### src/rtl/gpf_pkg.sv
// gpf_pkg: shared types, constants and arithmetic helpers for the grid pressure/flow block.
// No dependencies; other files refer to it by scoped names, and the testbench also imports it.
`default_nettype none

package gpf_pkg;

  // grid defaults
  localparam int GRID_ROWS_DEF    = 20;
  localparam int GRID_COLUMNS_DEF = 14;

  // item and config widths
  localparam int OP_W       = 2;
  localparam int IDX_W      = 9;
  localparam int DATA_W     = 32;
  localparam int CFG_IDX_W  = 3;
  localparam int CFG_DATA_W = 24;

  // op codes
  localparam logic [OP_W-1:0] OP_LOAD = 2'd0;
  localparam logic [OP_W-1:0] OP_TICK = 2'd1;
  localparam logic [OP_W-1:0] OP_READ = 2'd2;

  // config register indexes
  localparam logic [CFG_IDX_W-1:0] CFG_MOMENTUM   = 3'd0;
  localparam logic [CFG_IDX_W-1:0] CFG_FLOW_GAIN  = 3'd1;
  localparam logic [CFG_IDX_W-1:0] CFG_BASE       = 3'd2;
  localparam logic [CFG_IDX_W-1:0] CFG_AMPLITUDE  = 3'd3;
  localparam logic [CFG_IDX_W-1:0] CFG_PHASE_STEP = 3'd4;

  // config reset values
  localparam logic [16:0] MOMENTUM_RST   = 17'd13107;
  localparam logic [16:0] FLOW_GAIN_RST  = 17'd13107;
  localparam logic [15:0] BASE_RST       = 16'd60;
  localparam logic [14:0] AMPLITUDE_RST  = 15'd40;
  localparam logic [23:0] PHASE_STEP_RST = 24'd479349;

  localparam logic [16:0] ONE_Q16 = 17'h10000;

  // phase in Q3.24 radians, kept below two pi
  localparam int PHASE_W = 27;
  localparam logic [PHASE_W:0]   TWO_PI_Q24  = 28'd105414357;
  localparam logic [PHASE_W-1:0] PI_Q24      = 27'd52707179;
  localparam logic [PHASE_W-1:0] HALF_PI_Q24 = 27'd26353589;

  // CORDIC
  localparam int COR_W      = 20;
  localparam int COR_STEPS  = 17;
  localparam int COR_STEP_W = 5;
  localparam logic signed [COR_W-1:0] COR_GAIN = 20'sd39797;

  function automatic logic signed [COR_W-1:0] cor_arc(input logic [COR_STEP_W-1:0] k);
    case (k)
      5'd0:    cor_arc = COR_W'(51472);
      5'd1:    cor_arc = COR_W'(30386);
      5'd2:    cor_arc = COR_W'(16055);
      5'd3:    cor_arc = COR_W'(8150);
      5'd4:    cor_arc = COR_W'(4091);
      5'd5:    cor_arc = COR_W'(2047);
      5'd6:    cor_arc = COR_W'(1024);
      5'd7:    cor_arc = COR_W'(512);
      5'd8:    cor_arc = COR_W'(256);
      5'd9:    cor_arc = COR_W'(128);
      5'd10:   cor_arc = COR_W'(64);
      5'd11:   cor_arc = COR_W'(32);
      5'd12:   cor_arc = COR_W'(16);
      5'd13:   cor_arc = COR_W'(8);
      5'd14:   cor_arc = COR_W'(4);
      5'd15:   cor_arc = COR_W'(2);
      5'd16:   cor_arc = COR_W'(1);
      default: cor_arc = '0;
    endcase
  endfunction

  // clamp to signed 32 bits
  function automatic logic signed [31:0] sat32(input logic signed [63:0] v);
    if (v > 64'sd2147483647) begin
      sat32 = 32'sh7FFFFFFF;
    end else if (v < -64'sd2147483648) begin
      sat32 = 32'sh80000000;
    end else begin
      sat32 = v[31:0];
    end
  endfunction

  // controller to datapath commands
  typedef struct packed {
    logic                  clr_wr;
    logic                  item_take;
    logic                  tick_start;
    logic                  load_wr;
    logic                  rd_node;
    logic                  rd_cap;
    logic                  cor_init;
    logic                  cor_step;
    logic                  drv_mul;
    logic                  drv_add;
    logic                  f_rd;
    logic                  f_mul;
    logic                  f_mul2;
    logic                  f_wr;
    logic                  p_rd;
    logic                  p_wr;
    logic                  out_load;
    logic                  first_col;
    logic                  last_col;
    logic                  first_row;
    logic                  last_row;
    logic [COR_STEP_W-1:0] step;
  } cmd_t;

endpackage

`default_nettype wire

### src/rtl/gpf_ctrl.sv
// gpf_ctrl: sequencer for load, read and tick items, node walk counters and output valid.
// Depends on gpf_pkg for cmd_t and op codes.
`default_nettype none

module gpf_ctrl #(
  parameter int GRID_ROWS    = gpf_pkg::GRID_ROWS_DEF,
  parameter int GRID_COLUMNS = gpf_pkg::GRID_COLUMNS_DEF,
  localparam int NODES = GRID_ROWS * GRID_COLUMNS,
  localparam int AW    = $clog2(NODES)
) (
  input  wire logic                     clk,
  input  wire logic                     rst_n,
  input  wire logic                     in_valid,
  input  wire logic [gpf_pkg::OP_W-1:0] in_op,
  input  wire logic                     out_ready,
  output logic                          in_ready,
  output logic                          out_valid,
  output gpf_pkg::cmd_t                 cmd,
  output logic [AW-1:0]                 node
);

  localparam int CLW = $clog2(GRID_COLUMNS);
  localparam int RLW = $clog2(GRID_ROWS);

  typedef enum logic [15:0] {
    ST_CLEAR = 16'b0000_0000_0000_0001,
    ST_IDLE  = 16'b0000_0000_0000_0010,
    ST_LOAD  = 16'b0000_0000_0000_0100,
    ST_RD0   = 16'b0000_0000_0000_1000,
    ST_RD1   = 16'b0000_0000_0001_0000,
    ST_CINIT = 16'b0000_0000_0010_0000,
    ST_COR   = 16'b0000_0000_0100_0000,
    ST_DRVM  = 16'b0000_0000_1000_0000,
    ST_DRVA  = 16'b0000_0001_0000_0000,
    ST_F0    = 16'b0000_0010_0000_0000,
    ST_F1    = 16'b0000_0100_0000_0000,
    ST_F2    = 16'b0000_1000_0000_0000,
    ST_F3    = 16'b0001_0000_0000_0000,
    ST_P0    = 16'b0010_0000_0000_0000,
    ST_P1    = 16'b0100_0000_0000_0000,
    ST_DONE  = 16'b1000_0000_0000_0000
  } state_t;

  state_t                          state_r, state_nxt;
  logic [AW-1:0]                   node_r, node_nxt;
  logic [CLW-1:0]                  col_r, col_nxt;
  logic [RLW-1:0]                  row_r, row_nxt;
  logic [gpf_pkg::COR_STEP_W-1:0]  step_r, step_nxt;
  logic                            out_valid_r, out_valid_nxt;
  logic                            last_node, last_col, last_row;

  assign last_node = (node_r == AW'(NODES - 1));
  assign last_col  = (col_r == CLW'(GRID_COLUMNS - 1));
  assign last_row  = (row_r == RLW'(GRID_ROWS - 1));

  assign node      = node_r;
  assign out_valid = out_valid_r;

  always_comb begin
    state_nxt = state_r;
    node_nxt  = node_r;
    col_nxt   = col_r;
    row_nxt   = row_r;
    step_nxt  = step_r;
    in_ready  = 1'b0;
    cmd       = '0;
    cmd.first_col = (col_r == '0);
    cmd.last_col  = last_col;
    cmd.first_row = (row_r == '0);
    cmd.last_row  = last_row;
    cmd.step      = step_r;

    unique case (state_r)
      ST_CLEAR: begin
        cmd.clr_wr = 1'b1;
        node_nxt   = node_r + AW'(1);
        if (last_node) begin
          node_nxt  = '0;
          state_nxt = ST_IDLE;
        end
      end
      ST_IDLE: begin
        in_ready = 1'b1;
        if (in_valid) begin
          cmd.item_take  = 1'b1;
          cmd.tick_start = (in_op == gpf_pkg::OP_TICK);
          unique case (in_op)
            gpf_pkg::OP_LOAD: state_nxt = ST_LOAD;
            gpf_pkg::OP_TICK: state_nxt = ST_CINIT;
            gpf_pkg::OP_READ: state_nxt = ST_RD0;
            default:          state_nxt = ST_DONE;
          endcase
        end
      end
      ST_LOAD: begin
        cmd.load_wr = 1'b1;
        state_nxt   = ST_DONE;
      end
      ST_RD0: begin
        cmd.rd_node = 1'b1;
        state_nxt   = ST_RD1;
      end
      ST_RD1: begin
        cmd.rd_cap = 1'b1;
        state_nxt  = ST_DONE;
      end
      ST_CINIT: begin
        cmd.cor_init = 1'b1;
        step_nxt     = '0;
        state_nxt    = ST_COR;
      end
      ST_COR: begin
        cmd.cor_step = 1'b1;
        step_nxt     = step_r + gpf_pkg::COR_STEP_W'(1);
        if (step_r == gpf_pkg::COR_STEP_W'(gpf_pkg::COR_STEPS - 1)) begin
          state_nxt = ST_DRVM;
        end
      end
      ST_DRVM: begin
        cmd.drv_mul = 1'b1;
        state_nxt   = ST_DRVA;
      end
      ST_DRVA: begin
        cmd.drv_add = 1'b1;
        node_nxt    = '0;
        col_nxt     = '0;
        row_nxt     = '0;
        state_nxt   = ST_F0;
      end
      ST_F0: begin
        cmd.f_rd  = 1'b1;
        state_nxt = ST_F1;
      end
      ST_F1: begin
        cmd.f_mul = 1'b1;
        state_nxt = ST_F2;
      end
      ST_F2: begin
        cmd.f_mul2 = 1'b1;
        state_nxt  = ST_F3;
      end
      ST_F3: begin
        cmd.f_wr = 1'b1;
        if (last_node) begin
          node_nxt  = '0;
          col_nxt   = '0;
          row_nxt   = '0;
          state_nxt = ST_P0;
        end else begin
          node_nxt  = node_r + AW'(1);
          col_nxt   = last_col ? '0 : col_r + CLW'(1);
          row_nxt   = last_col ? row_r + RLW'(1) : row_r;
          state_nxt = ST_F0;
        end
      end
      ST_P0: begin
        cmd.p_rd  = 1'b1;
        state_nxt = ST_P1;
      end
      ST_P1: begin
        cmd.p_wr = 1'b1;
        if (last_node) begin
          node_nxt  = '0;
          col_nxt   = '0;
          row_nxt   = '0;
          state_nxt = ST_DONE;
        end else begin
          node_nxt  = node_r + AW'(1);
          col_nxt   = last_col ? '0 : col_r + CLW'(1);
          row_nxt   = last_col ? row_r + RLW'(1) : row_r;
          state_nxt = ST_P0;
        end
      end
      ST_DONE: begin
        if (!out_valid_r || out_ready) begin
          cmd.out_load = 1'b1;
          state_nxt    = ST_IDLE;
        end
      end
      default: state_nxt = ST_IDLE;
    endcase

    if (cmd.out_load) begin
      out_valid_nxt = 1'b1;
    end else if (out_ready) begin
      out_valid_nxt = 1'b0;
    end else begin
      out_valid_nxt = out_valid_r;
    end
  end

  always_ff @(posedge clk) begin
    if (!rst_n) begin
      state_r     <= ST_CLEAR;
      node_r      <= '0;
      col_r       <= '0;
      row_r       <= '0;
      step_r      <= '0;
      out_valid_r <= 1'b0;
    end else begin
      state_r     <= state_nxt;
      node_r      <= node_nxt;
      col_r       <= col_nxt;
      row_r       <= row_nxt;
      step_r      <= step_nxt;
      out_valid_r <= out_valid_nxt;
    end
  end

endmodule

`default_nettype wire

### config.mk
export PLATFORM = sky130hd
export DESIGN_NAME = gpf_ctrl
export DESIGN_NICKNAME = d
export VERILOG_FILES = /design/src/rtl/gpf_pkg.sv /design/src/rtl/gpf_ctrl.sv
export SDC_FILE = /design/constraint.sdc
export NUM_CORES = 1
export LEC_CHECK = 0
export ABC_CLOCK_PERIOD_IN_PS = 3200
export BUFFER_PORTS_ARGS = -buffer_cell sky130_fd_sc_hd__buf_2
export CORE_MARGIN = 1
export CORE_UTILIZATION = 50
export CTS_CLUSTER_DIAMETER = 200
export DETAILED_ROUTE_END_ITERATION = 7
export GPL_TIMING_DRIVEN = 0
export PLACE_DENSITY_LB_ADDON = 0.25
export SYNTH_ARGS = -nofsm -noshare
export SYNTH_HDL_FRONTEND = slang
export SYNTH_SLANG_ARGS = --single-unit
### constraint.sdc
create_clock -name clk -period 3.2 [get_ports clk]
set_input_delay 0.64 -clock clk [delete_from_list [all_inputs] [get_ports clk]]
set_output_delay 0.64 -clock clk [all_outputs]
set_load 0.1 [all_outputs]
# Word level (Yosys, flattened, before mapping)
# Cells that the tools add are included.
# classes
reduce_logical	14
eq_ne	27
n_mux	38
n_addsub	4
# ops
cell	n
16-bit case mux with 15 select lines	1
16-bit 2-to-1 mux	5
16-bit case mux with 3 select lines	1
5-bit case mux with 2 select lines	2
1-bit 2-to-1 mux	19
9-bit case mux with 2 select lines	1
16-bit by 1-bit == test with 1-bit output, second input constant	1
16-bit by 10-bit == test with 1-bit output, second input constant	1
16-bit by 11-bit == test with 1-bit output, second input constant	1
16-bit by 12-bit == test with 1-bit output, second input constant	1
16-bit by 13-bit == test with 1-bit output, second input constant	1
16-bit by 14-bit == test with 1-bit output, second input constant	1
16-bit by 15-bit == test with 1-bit output, second input constant	1
16-bit == test, second input constant	1
16-bit by 2-bit == test with 1-bit output, second input constant	1
16-bit by 3-bit == test with 1-bit output, second input constant	1
16-bit by 4-bit == test with 1-bit output, second input constant	1
16-bit by 5-bit == test with 1-bit output, second input constant	1
16-bit by 6-bit == test with 1-bit output, second input constant	1
16-bit by 7-bit == test with 1-bit output, second input constant	1
16-bit by 8-bit == test with 1-bit output, second input constant	1
16-bit by 9-bit == test with 1-bit output, second input constant	1
14-bit 2-to-1 mux	1
5-bit by 1-bit adder with 5-bit output, second input constant	2
24 further kinds	35
# totals
ff_bits	40
word_cells	89
in_bits	6

# Depth between registers and ports, before layout
# logic_depth
word_depth	5
ltp_mapped	8

# Worst setup path before layout
# Ideal clock, no wire load.
# synth_path
kind	register to output
from	register state_r[2]
to	output cmd[11] (netlist bit)
path_buffers	1
setup_slack_ps	-1494
stages_incl_launch_ff	4
t_arrival_ps	4054
required_time_ps	2560
path_cell_list	dfxtp_1 > buf_2 > or4_1 > nor4_1
# synth_rtl
element	line_no	rtl
from (decl)	gpf_ctrl.sv:44	state_t state_r, state_nxt;
from (signal assigned)	gpf_ctrl.sv:201	state_r <= state_nxt;
to (decl)	gpf_ctrl.sv:18	output gpf_pkg::cmd_t cmd,

==> reports/qor.txt <==
MaxCap Viol Count -> 0
Cell accounting for the most synthesized area -> dfxtp_1
Worst Hold Depth -> 2
Reg power frac -> 37.9%
Clock Skews -> 0.005225 ns
Area fraction of the dominant cell type after synthesis -> 30.42%
PD cells -> 436.5 nW/um^2
Commonest non-fill, non-tap cell in the layout -> dfxtp_1
Diode count -> 0
Internal power -> 0.0009768 W
CTS tree -> yes
Fillers -> 446
Cells after synthesis -> 310
Critical-path maximum fanout -> 9
Starting Density -> 51.87%
Peak VDD IR -> 0.4060 mV
Non-Filler Instances -> 435
Hold Slack -> 0.5133 ns
Unrepaired setup endpoints after global routing -> true
Critical Path RT -> 2.56 ns
Grt total ovfl -> 0
Routed WL per cell -> 15.00 um
CTS root buffer -> clkbuf_8
Clock sink total -> 40
Synth Area per Inst -> 8.492 um^2
Dpl hpwl -> 4765 um
Clock buffer depth -> 2
Kind of critical path -> reg -> out
H-tree levels -> 2
Vias -> 2,546
HP Class -> reg -> reg
Synth area leaders -> dfxtp_1, nor4_4, nor3_1, nor2_1, ha_1
Clock power frac -> 41.1%
FP Rows -> 26
Post-Route Setup TNS -> 0 ns
Final worst path period need -> 3.115 ns
Max_slew headroom -> 58.59%
Post-synthesis sequential area ratio -> 30.42%
Post-Place Cells -> 422
DP Area -> 3019 um^2
Core Box Area -> 5075 um^2
Post-synth EDFFs -> 0
Chip Width -> 74.56 um
Vias in the first global route -> 2,126
Worst setup SP type -> flop
DRC Markers -> 0
Synth Net Count -> 324
Warnings from Yosys -> 0
Vias per std cell -> 5.853
Area taken by multi-input logic gates -> 1753 um^2
Worst setup EP type -> output pin
Flops & latches, synth -> 40
Worst-path clk slew -> 0.08 ns
Net Sw Frac -> 31.01%
Initial DRC Count -> 165
Area of the mapped netlist -> 2633 um^2
Synthesis-to-layout area growth -> 23.19%
Cts bufs inserted -> 5
Routability-driven placement congestion ratio -> 0.8371
Slew at the pin with the worst max-slew slack -> 0.6199 ns
Async S/R FF share, synth -> 0%
Area occupied by registers -> 800.8 um^2
Leakage -> 1.279 nW
Combinational share of power -> 21.0%
RR Endpoint -> node[4]$_SDFFE_PN0P_
Die Area -> 5559 um^2
Routed Antenna Nets -> 0
Pins over their slew limit -> 0
First-pass GRT wire length -> 10,220 um
Total GRT Usage -> 24.38%
Endpoint, Worst Hold -> row_r[1]$_SDFFE_PN0P_
Clk_lat worst skew -> 0.30 ns
Final setup violation count -> 0
CP arrival -> 2.47 ns
Dominant synthesized flop cell -> dfxtp_1
Design Area, Final -> 3243 um^2
Largest net degree at the start of global routing -> 14
Final Hold Viols -> 0
R2R setup slack -> 0.92 ns
Psw -> 0.0004390 W
IO Port Bufs -> 42
DRT Wirelength -> 6524 um
Total chip power -> 0.001416 W
R2R cell count -> 7
Antenna violations before repair -> 0
Status -> complete, no violations
Cell variety after synth -> 64
Die Y -> 74.56 um
Most frequent cells in the layout -> dfxtp_1, buf_2, nor2_1
Worst reg2reg path startpoint -> state_r[3]$_SDFFE_PN0P_
Final period util -> 97.34%
Pre-Repair DR Iteration Count -> 4
Worst Hold Launch -> row_r[1]$_SDFFE_PN0P_
# IOs -> 43
Final net count -> 378
Fmax -> 321.0 MHz
Layout cells sized above 1 -> 28.77%
[critical path, stage by stage, from the launching register on]
cell and delay [ns]:
dfxtp_1 0.30, clkbuf_1 0.23, or4_1 0.61, nor2_1 0.23
nand3_1 0.17, nor2_1 0.22, buf_4 0.13, buf_4 0.27
[metal layers]
layer	wire length [um]	vias to the layer above	part of all wire [%]	track usage, %
li1	-	1255	-	-
met1	2976	1234	46	32.01
met3	226	9	3.5	4.336
met4	85	0	1.3	9.434
met5	0	-	0	0
met2	3235	48	50	39.74
[layout make-up]
class | count | share of cell area (%)
Multi-Input combinational cell | 237 | 54.05
Sequential cell | 40 | 24.69
Timing Repair Buffer | 47 | 8.333
Buffer | 19 | 3.704
Clock inverter | 3 | 2.778
Tap cell | 70 | 2.701
Clock buffer | 5 | 2.122
Inverter | 14 | 1.620
[repair_timing]
action | 4_1_cts | 5_1_grt
pin swaps | 0 | 2
setup buffers | 0 | 5
gates cloned | 0 | 0
resized for setup | 2 | 9
setup endpoints to repair | 2 | 9
hold buffers | 0 | 0
[through the flow]
stage	worst slack [ns]	utilization (%)
final	0.08507	63.91
after global routing	-0.006148	63.91
after CTS	0.00007017	62.72
after global placement	0.2641	59.49
after floorplan	-0.7654	-
after detailed placement	0.2206	59.49
[sequential cells by signal, summed over array words and instances (netlist names)]
name and cells:
state_r 16, node 9, col_r 4, step_r 5, row_r 5, out_valid 1
[synth_stat cells, drive strengths merged, types with 2 or more instances]
cell type	count
clkbuf	8
nor4	13
a2111oi	2
inv	13
o21ai	15
nand3b	2
or3	2
a211o	4
and4	4
dfxtp	40
or2	3
buf	11
o211ai	2
ha	8
o41ai	2
nand3	18
a211oi	4
xnor2	3
xor2	7
mux2i	2
nand2b	4
nand4	5
nor2	28
a22o	3
nor3	23
nand2	22
and3	7
nor4b	4
nand4b	5
or4b	4
nor2b	2
nor3b	6
a21oi	15
o21a	4
or4	4
[kinds of logic (layout without fill, tap and decap cells)]
| kind of cell | count (synthesis) | after routing | synth area share (%) |
|---|---|---|---|
| fa+ha+maj | 8 | 8 | 3.802 |
| buf+inv | 33 | 88 | 6.083 |
| simple gates | 158 | 158 | 40.11 |
| xor+xnor | 10 | 10 | 3.327 |
| compound gates | 58 | 58 | 15.07 |
| flops | 40 | 40 | 30.42 |
| mux | 3 | 3 | 1.188 |
[how the worst max path moves through the flow]
stage               endpoint  slack, ns                     start  depth (start not counted)
floorplan            cmd[18]      -0.77  state_r[12]$_SDFFE_PN0P_                          5
global placement     cmd[10]       0.26   state_r[3]$_SDFFE_PN0P_                          5
detailed placement   cmd[10]       0.22   state_r[3]$_SDFFE_PN0P_                          5
CTS                  cmd[14]    0.00007   state_r[3]$_SDFFE_PN0P_                          6
global route         cmd[19]     -0.006   state_r[8]$_SDFFE_PN0P_                          6
finish                cmd[9]       0.09   state_r[3]$_SDFFE_PN0P_                          7
[power groups by stage]
stage / clock network, W / logic [W] / registers, W
after CTS: 0.000589 / 0.000290 / 0.000536
after global placement: 0 / 0.000286 / 0.000546
after global routing: 0.000617 / 0.000315 / 0.000539
after detailed placement: 0 / 0.000289 / 0.000548
after floorplan: 0 / 0.000163 / 0.000616
final: 0.000582 / 0.000298 / 0.000536
No activity file was read; power rests on OpenSTA's default activity.
